==> config.mk <==
export PLATFORM = sky130hd
export DESIGN_NAME = triangle_primitive_assembler
export DESIGN_NICKNAME = d
export VERILOG_FILES = /design/src/rtl/tpa_pkg.sv /design/src/rtl/triangle_primitive_assembler.sv
export SDC_FILE = /design/constraint.sdc
export NUM_CORES = 1
export LEC_CHECK = 0
export BUFFER_PORTS_ARGS = -buffer_cell sky130_fd_sc_hd__buf_2
export CAP_MARGIN = 15
export CORE_MARGIN = 10
export CORE_UTILIZATION = 52
export DETAILED_ROUTE_END_ITERATION = 7
export PLACE_DENSITY_LB_ADDON = 0.3
export SETUP_SLACK_MARGIN = 0.02
export SLEW_MARGIN = 10
export SYNTH_ARGS = -nofsm -noshare
export SYNTH_HDL_FRONTEND = slang
export SYNTH_SLANG_ARGS = --single-unit
==> constraint.sdc <==
create_clock -name clk -period 12.4 [get_ports clk]
set_clock_uncertainty 0.2 [all_clocks]
set_input_delay 1.24 -clock clk [delete_from_list [all_inputs] [get_ports clk]]
set_output_delay 1.24 -clock clk [all_outputs]
set_load 0.02 [all_outputs]
==> src/rtl/tpa_pkg.sv <==
// ----------------------------------------------------------------------------
// tpa_pkg - triangle primitive assembler shared definitions
// Primitive mode codes, register map and default widths.
// ----------------------------------------------------------------------------
package tpa_pkg;

	// Default vertex index width
	localparam int unsigned INDEX_BITS_DEF = 20;

	// Width of the vertex base register
	localparam int unsigned BASE_BITS = 20;

	// Width of the primitive mode register
	localparam int unsigned MODE_BITS = 3;

	// Configuration bus
	localparam int unsigned APB_ADDR_BITS = 3;
	localparam int unsigned APB_DATA_BITS = 32;

	// Register select, taken from the word address bit
	localparam logic REG_PRIM_MODE   = 1'b0;
	localparam logic REG_VERTEX_BASE = 1'b1;

	// Primitive modes; codes above MODE_LINES are discarded like lines/points
	typedef enum logic [MODE_BITS-1:0] {
		MODE_STRIP   = 3'd0,
		MODE_FAN     = 3'd1,
		MODE_POLYGON = 3'd2,
		MODE_TRIS    = 3'd3,
		MODE_QUADS   = 3'd4,
		MODE_LINES   = 3'd5
	} prim_mode_t;

endpackage

==> src/rtl/triangle_primitive_assembler.sv <==
// ----------------------------------------------------------------------------
// triangle_primitive_assembler - vertex stream to triangle index triples
// Counts incoming vertices and emits corner index triples for strips, fans,
// convex polygons, separate triangles and quads.
// ----------------------------------------------------------------------------
// Each triangle is registered in the result queue before it appears on the
// master side. One vertex is accepted per cycle while the queue is not full;
// a quad's two triangles leave one after the other. Accept rate is set by the
// two-entry result queue, which drains one triangle per cycle while m_tready
// is high. Reset clears counters, queue and registers (mode strip, base zero).
module triangle_primitive_assembler #(
	parameter int unsigned INDEX_BITS = tpa_pkg::INDEX_BITS_DEF
) (
	input  logic                              clk,
	input  logic                              arst_n,
	// slave side: tdata[0] prim_end
	input  logic                              s_tvalid,
	output logic                              s_tready,
	input  logic [7:0]                        s_tdata,
	// master side: tdata corner_a, corner_b, corner_c (low to high); tlast last_of_run
	output logic                              m_tvalid,
	input  logic                              m_tready,
	output logic [((3*INDEX_BITS+7)/8)*8-1:0] m_tdata,
	output logic                              m_tlast,
	// configuration
	input  logic                              psel,
	input  logic                              penable,
	input  logic                              pwrite,
	input  logic [tpa_pkg::APB_ADDR_BITS-1:0] paddr,
	input  logic [tpa_pkg::APB_DATA_BITS-1:0] pwdata,
	output logic [tpa_pkg::APB_DATA_BITS-1:0] prdata,
	output logic                              pready
);
	import tpa_pkg::*;

	localparam int unsigned IB      = INDEX_BITS;
	localparam int unsigned TRI_W   = 3 * IB;
	localparam int unsigned TDATA_W = ((3 * IB + 7) / 8) * 8;

	// Configuration registers
	logic [MODE_BITS-1:0] mode_q;
	logic [BASE_BITS-1:0] base_q;

	// Assembly state
	logic [IB-1:0] cnt_q;
	logic [IB-1:0] start_q;
	logic [IB-1:0] pos_q;

	// Two-entry result queue, each entry holds the triangles of one vertex
	logic [TRI_W-1:0] tri0_q [2];
	logic [TRI_W-1:0] tri1_q [2];
	logic             two_q  [2];
	logic [1:0]       qcnt_q;
	logic             sub_q;

	logic             cfg_wr;
	logic             in_acc;
	logic             out_acc;
	logic             pop;
	logic             push;
	logic             discard;
	logic             end_flag;
	logic [IB-1:0]    base_x;
	logic [IB-1:0]    j0, j1, j2, j3, js;
	logic [IB-1:0]    cnt_nxt;
	logic [IB-1:0]    pos_inc;
	logic [IB-1:0]    pos_nxt;
	logic             restart;
	logic [1:0]       n_tri;
	logic [TRI_W-1:0] new_tri0;
	logic [TRI_W-1:0] new_tri1;
	logic [TRI_W-1:0] head_tri;

	// APB access
	assign pready = 1'b1;
	assign cfg_wr = psel & penable & pwrite & pready;

	always_comb begin
		prdata = '0;
		if (paddr[2] == REG_VERTEX_BASE) begin
			prdata[BASE_BITS-1:0] = base_q;
		end else begin
			prdata[MODE_BITS-1:0] = mode_q;
		end
	end

	always_ff @(posedge clk or negedge arst_n) begin
		if (!arst_n) begin
			mode_q <= MODE_STRIP;
			base_q <= '0;
		end else if (cfg_wr) begin
			if (paddr[2] == REG_VERTEX_BASE) begin
				base_q <= pwdata[BASE_BITS-1:0];
			end else begin
				mode_q <= pwdata[MODE_BITS-1:0];
			end
		end
	end

	// Handshakes
	assign s_tready = (qcnt_q != 2'd2);
	assign in_acc   = s_tvalid & s_tready;
	assign m_tvalid = (qcnt_q != 2'd0);
	assign out_acc  = m_tvalid & m_tready;
	assign pop      = out_acc & (~two_q[0] | sub_q);
	assign end_flag = s_tdata[0];

	// Corner indices relative to the current vertex
	assign base_x  = IB'(base_q);
	assign j0      = base_x + cnt_q;
	assign j1      = base_x + cnt_q - IB'(1);
	assign j2      = base_x + cnt_q - IB'(2);
	assign j3      = base_x + cnt_q - IB'(3);
	assign js      = base_x + start_q;
	assign cnt_nxt = cnt_q + IB'(1);
	assign pos_inc = (pos_q == {IB{1'b1}}) ? (pos_q - IB'(1)) : (pos_q + IB'(1));

	// Triangle selection per mode
	always_comb begin
		discard  = 1'b0;
		n_tri    = 2'd0;
		new_tri0 = {j0, j1, j2};
		new_tri1 = {j0, j1, j2};
		pos_nxt  = pos_inc;
		restart  = 1'b0;
		unique case (mode_q)
			MODE_STRIP: begin
				if (pos_q >= IB'(2)) begin
					n_tri = 2'd1;
					new_tri0 = pos_q[0] ? {j1, j0, j2} : {j0, j1, j2};
				end
				restart = end_flag;
			end
			MODE_FAN: begin
				if (pos_q >= IB'(2)) begin
					n_tri = 2'd1;
					new_tri0 = {j1, j0, js};
				end
				restart = end_flag;
			end
			MODE_POLYGON: begin
				if (pos_q >= IB'(2)) begin
					n_tri = 2'd1;
					new_tri0 = {j0, j1, js};
				end
				restart = end_flag;
			end
			MODE_TRIS: begin
				if (pos_q >= IB'(2)) begin
					n_tri = 2'd1;
					restart = 1'b1;
				end
			end
			MODE_QUADS: begin
				if (pos_q >= IB'(3)) begin
					n_tri = 2'd2;
					new_tri0 = {j0, j2, j3};
					restart = 1'b1;
				end
			end
			default: begin
				discard = 1'b1;
			end
		endcase
		if (restart) begin
			pos_nxt = '0;
		end
	end

	assign push = in_acc & ~discard & (n_tri != 2'd0);

	// Vertex counter and primitive tracking
	always_ff @(posedge clk or negedge arst_n) begin
		if (!arst_n) begin
			cnt_q   <= '0;
			start_q <= '0;
			pos_q   <= '0;
		end else if (in_acc && !discard) begin
			cnt_q <= cnt_nxt;
			pos_q <= pos_nxt;
			if (pos_nxt == '0) begin
				start_q <= cnt_nxt;
			end
		end
	end

	// Result queue control
	always_ff @(posedge clk or negedge arst_n) begin
		if (!arst_n) begin
			qcnt_q <= 2'd0;
			sub_q  <= 1'b0;
		end else begin
			qcnt_q <= qcnt_q + {1'b0, push} - {1'b0, pop};
			if (pop) begin
				sub_q <= 1'b0;
			end else if (out_acc) begin
				sub_q <= 1'b1;
			end
		end
	end

	// Result queue payload
	always_ff @(posedge clk) begin
		if (pop) begin
			tri0_q[0] <= tri0_q[1];
			tri1_q[0] <= tri1_q[1];
			two_q[0]  <= two_q[1];
		end
		if (push) begin
			if (qcnt_q == 2'd0 || (qcnt_q == 2'd1 && pop)) begin
				tri0_q[0] <= new_tri0;
				tri1_q[0] <= new_tri1;
				two_q[0]  <= n_tri[1];
			end else begin
				tri0_q[1] <= new_tri0;
				tri1_q[1] <= new_tri1;
				two_q[1]  <= n_tri[1];
			end
		end
	end

	// Output select: second triangle of a quad after the first
	assign head_tri = sub_q ? tri1_q[0] : tri0_q[0];
	assign m_tdata  = TDATA_W'(head_tri);
	assign m_tlast  = ~two_q[0] | sub_q;

endmodule
-- Yosys cells after proc, flatten, opt, wreduce, memory -nomap -nowiden
Memory sizes are Yosys's and may differ from the RTL's.
Index checks and enable logic that the tools add are counted.
Widths: inputs -> output; s select.
- memories kept: 3
- flip-flop bits (word level): 86
- bits in writable memories: 242
- eq/ne operators: 7
- mux-type cells: 30
- magnitude comparators: 2
- add/sub/neg operators: 10
- bitwise operators: 13
- reductions and logical operators: 15
- memory list (name ; words ; width ; rd ports ; clocked after memory_dff ; wr ports ; RTL line ; text):
    tri0_q ; 2 ; 60 ; 2 ; 0 ; 2 ; triangle_primitive_assembler.sv:50 ; logic [TRI_W-1:0] tri0_q [2];
    tri1_q ; 2 ; 60 ; 2 ; 0 ; 2 ; triangle_primitive_assembler.sv:51 ; logic [TRI_W-1:0] tri1_q [2];
    two_q ; 2 ; 1 ; 2 ; 0 ; 2 ; triangle_primitive_assembler.sv:52 ; logic two_q [2];
- operators by type and width (cell ; count):
    $mux 60 ; 6
    $pmux 60 s4 ; 1
    $mux 20 ; 3
    $add 20x1->20 const B ; 2
    $add 20x20->20 ; 2
    $ge 20x2->1 const B ; 2
    $mux 40 ; 1
    $sub 20x1->20 const B ; 2
    $sub 20x2->20 const B ; 2
    $eq 20x20->1 const B ; 1
    $logic_not 20->1 ; 1
    $mux 17 ; 1
    $mux 1 ; 14
    $and 1x1->1 ; 7
    $eq 3x2->1 const B ; 2
    $reduce_and 2->1 ; 3
    $reduce_bool 2->1 ; 3
    $reduce_or 5->1 ; 1
    $or 1x1->1 ; 4
    $pmux 2 s2 ; 1
    $reduce_or 4->1 ; 1
    $eq 3x1->1 const B ; 1
    $eq 3x3->1 const B ; 1
    $logic_not 3->1 ; 1
    other kinds (12) ; 14

-- Logic depth before layout (Yosys ltp)
An unclocked memory read counts as a cell.
- word-level depth: 10
- mapped depth: 16
- mapped depth without buffers: 15

-- Worst setup path before layout
Ideal clock, no wire load.
- kind: input to register
- start: in s_tvalid
- end: mem tri0_q[0][100] (netlist name), enable pin
- setup slack: 4956 ps
- cell stages on the path: 4
- buffers on the path: 1
- required time: 11600 ps
- setup time: 600 ps
- data arrival time: 6644 ps
- cell sequence: and3_1 clkbuf_1 nand2_1 nor2_1
- RTL lines (item ; RTL line ; text):
    start, declared ; triangle_primitive_assembler.sv:17 ; input logic s_tvalid,
    end, declared ; triangle_primitive_assembler.sv:50 ;

==> flow_summary.yaml <==
status:
  outcome: "completed"
yosys:
  syn_inst: 1675
  yosys.area.top_type: "edfxtp_1"
  synth.avg_cell_area_um2: 11.0
  synth.most_common_cell: "nand2_1"
  synth_top_area_share: 0.392
  synthFlopType: "edfxtp_1"
  syn_area_um2: 18400
  synth.distinct_cells: 92
  synth_top_cells_by_area: "edfxtp_1, dfrtp_1, mux2_2, nand2_1, ha_1"
  synth_edf_count: 240
  synth-warning-count: 0
  async_reset_ff_frac: 0.264
  yosysSeqAreaShare: 0.509
  synth_common_cells: "nand2_1, edfxtp_1, mux2_2"
  ys_ff_latch: 326
final_layout:
  post-route-util: 0.590
  antenna_cells: 0
  multi_input_area_um2: 8570
  fillCellCount: 2847
  drive_gt1_frac: 0.200
  seq_area_um2: 9360
  area_growth_pct: 11.4
  nNetsFinal: 1884
global_route:
  antenna_found_initial: 0
  grt_usage: 0.198
  grt_pass1_wl_um: 71400
  grt_pass1_vias: 13100
  overflow: 0
  grt_max_degree: 108
timing:
  max_slew_margin: 0.223
  fmax_ghz: 0.168
  max_slew.worst_pin.slew_ns: 1.17
  period_needed_ns: 5.96
  drv_slew: 0
  timing.setup.tns_ns: 0
  finalSetupViolCount: 0
  hold_viol: 0
  rsz0062_at_grt: "no"
  fin_crit_sh: 0.481
power:
  p_leak_uw: 0.00852
  p_per_area_nw_per_um2: 225
  peakVddDrop_mv: 0.125
drt:
  drt_iter0_markers: 965
  route.vias.total: 12900
  routedWlPerCell_um: 19.5
  drc: 0
  via_per_inst: 5.76
  antenna_left: 0
  drt_pass1_iterations: 6
  drt_wl_total_um: 43800
cts:
  post_cts_buffers: 0
  clk_latency_ns: 0.51
  cts_tree: "built"
  clk_pin_slew_worst_paths_ns: 0.06
  cts-root-buf: "clkbuf_16"
  cts_buffer_depth: 3
  ctsResizeCount: 0
  htree_levels: 2
  numCtsBuffers: 37
  cts_hold_buffers: 0
  cts.sinks: 326
setup_path:
  startpoint: "cnt_q[0]$_DFFE_PN0P_"
  r2r_cells: 13
  required_ns: 12.47
  r2r-start: "cnt_q[0]$_DFFE_PN0P_"
  path_cells: "ha_1 > fa_1 > xor2_1 > inv_1 > ha_1 > a21boi_0 > nor3b_1 > or4b_1 > nor3_4 > nand2_1 > xnor2_2 > a221o_1 > mux2_2"
  worst_path_largest_cell_delay_ns: 0.73
  slowest_stage: "or4b_1"
  critPathCapture: "tri0_q[0][37]$_DFFE_PP_"
  crit_path_max_fanout: 8
  path_common_cell: "ha_1"
  worstPathArrival_ns: 6.03
  timing.rr.end: "tri0_q[0][37]$_DFFE_PP_"
  cp-end-kind: "flip-flop"
  r2r_setup_slack_ns: 6.44
  startpoint_type: "flip-flop"
  crit_type: "flip-flop to flip-flop"
hold_path:
  worstHoldPathType: "flip-flop to flip-flop"
  holdCritStartpoint: "tri1_q[0][65]$_DFFE_PP_"
floorplan:
  rows: 68
  boundaryPins: 150
  start_util: 0.530
  core_um2: 34700
  die_area_um2: 43300
  dieHeight_um: 208
  die_w_um: 208
job:
  maxCapViolations: 0
placed_design:
  place_congestion: 0.857
  port_buffers: 111
  dp_hpwl_um: 29900
## critical path: cells and delay by family, from the launching register on
family                   cells  cell delay, ns
AND/OR/NAND/NOR              4            1.91
adder cells (fa/ha/maj)      3            0.98
XOR/XNOR                     2            0.82
AO/OA/AOI/OAI                2            0.77
flip-flops                   1            0.45
buffers and inverters        1            0.33
multiplexers                 1            0.27
## worst min-delay path by stage
| stage | cells past startpoint | slack, ns | endpoint |
|---|---|---|---|
| floorplan | 1 | 0.28 | qcnt_q[1]$_DFF_PN0_ |
| CTS | 2 | 0.32 | tri0_q[0][23]$_DFFE_PP_ |
| detailed placement | 2 | 0.30 | tri0_q[0][23]$_DFFE_PP_ |
| global route | 1 | 0.32 | start_q[8]$_DFFE_PN0P_ |
| finish | 2 | 0.31 | tri1_q[0][5]$_DFFE_PP_ |
| global placement | 2 | 0.29 | tri1_q[0][13]$_DFFE_PP_ |
## registers in the layout, summed over array words and instances (netlist names)
| signal | count |
|---|---|
| tri0_q | 120 |
| base_q | 20 |
| sub_q | 1 |
| tri1_q | 118 |
| qcnt_q | 2 |
| pos_q | 20 |
| two_q | 2 |
| cnt_q | 20 |
| mode_q | 3 |
| start_q | 20 |
## placed cells by master, fill, tap and decap left out, drive strengths merged, types with 14 or more instances in the layout
master and n:
nor2 124, o21ai 65, xor2 52, dfrtp 86, a21oi 53, and3 14, conb 17, buf 133
o31ai 15, nand2 284, ha 65, and2 31, nor3 18, mux2 135, nand3 27, inv 36
nor4 15, edfxtp 240, xnor2 97, clkbuf 50, a21o 36
## routing by layer
layer	routed length, um	part of all wire	track usage	vias up
li1	-	-	-	6176
met3	2800	0.064	0.0331	61
met1	19800	0.45	0.274	6269
met2	20300	0.46	0.315	430
met4	932	0.021	0.0516	0
met5	0	0	0	-
## cell families (layout without fill, tap and decap cells)
family	Yosys count	in the layout	synth area share
flops	326	326	0.509
fa+ha+maj	68	68	0.0475
other cells	2	17	0.000408
compound gates	288	288	0.109
buf+inv	130	231	0.0307
mux	140	140	0.0854
xor+xnor	149	149	0.0756
simple gates	572	572	0.142
## where the power goes
part | internal (uW) | leakage [uW] | switching (uW)
Combinational | 667 | 0.00461 | 1230
Sequential | 1550 | 0.00335 | 105
Clock | 613 | 0.000555 | 431
Total | 2830 | 0.00852 | 1770
## cell type report
type | instances | share of cell area
clock inverters | 14 | 0.00580
inverters | 34 | 0.00623
flip-flops and latches | 326 | 0.457
multi-input cells | 1234 | 0.418
repair buffers | 133 | 0.0353
clock buffers | 50 | 0.0495
well taps | 455 | 0.0278
## per-stage QoR
| step | area, um2 | setup WS, ns | power (uW) | std cells | hold slack, ns |
|---|---|---|---|---|---|
| 6_report | 20500 | 6.44 | 4600 | 2246 | 0.308 |
| 2_1_floorplan | 18500 | 4.96 | 3030 | 1690 | 0.281 |
| 5_1_grt | 20500 | 6.10 | 4870 | 2246 | 0.323 |
| 3_5_place_dp | 19400 | 6.51 | 3570 | 2182 | 0.301 |
| 4_1_cts | 20500 | 6.49 | 4620 | 2246 | 0.316 |
| 3_3_place_gp | 19400 | 6.60 | 3520 | 2182 | 0.293 |
No activity file was read; power rests on OpenSTA's default activity.
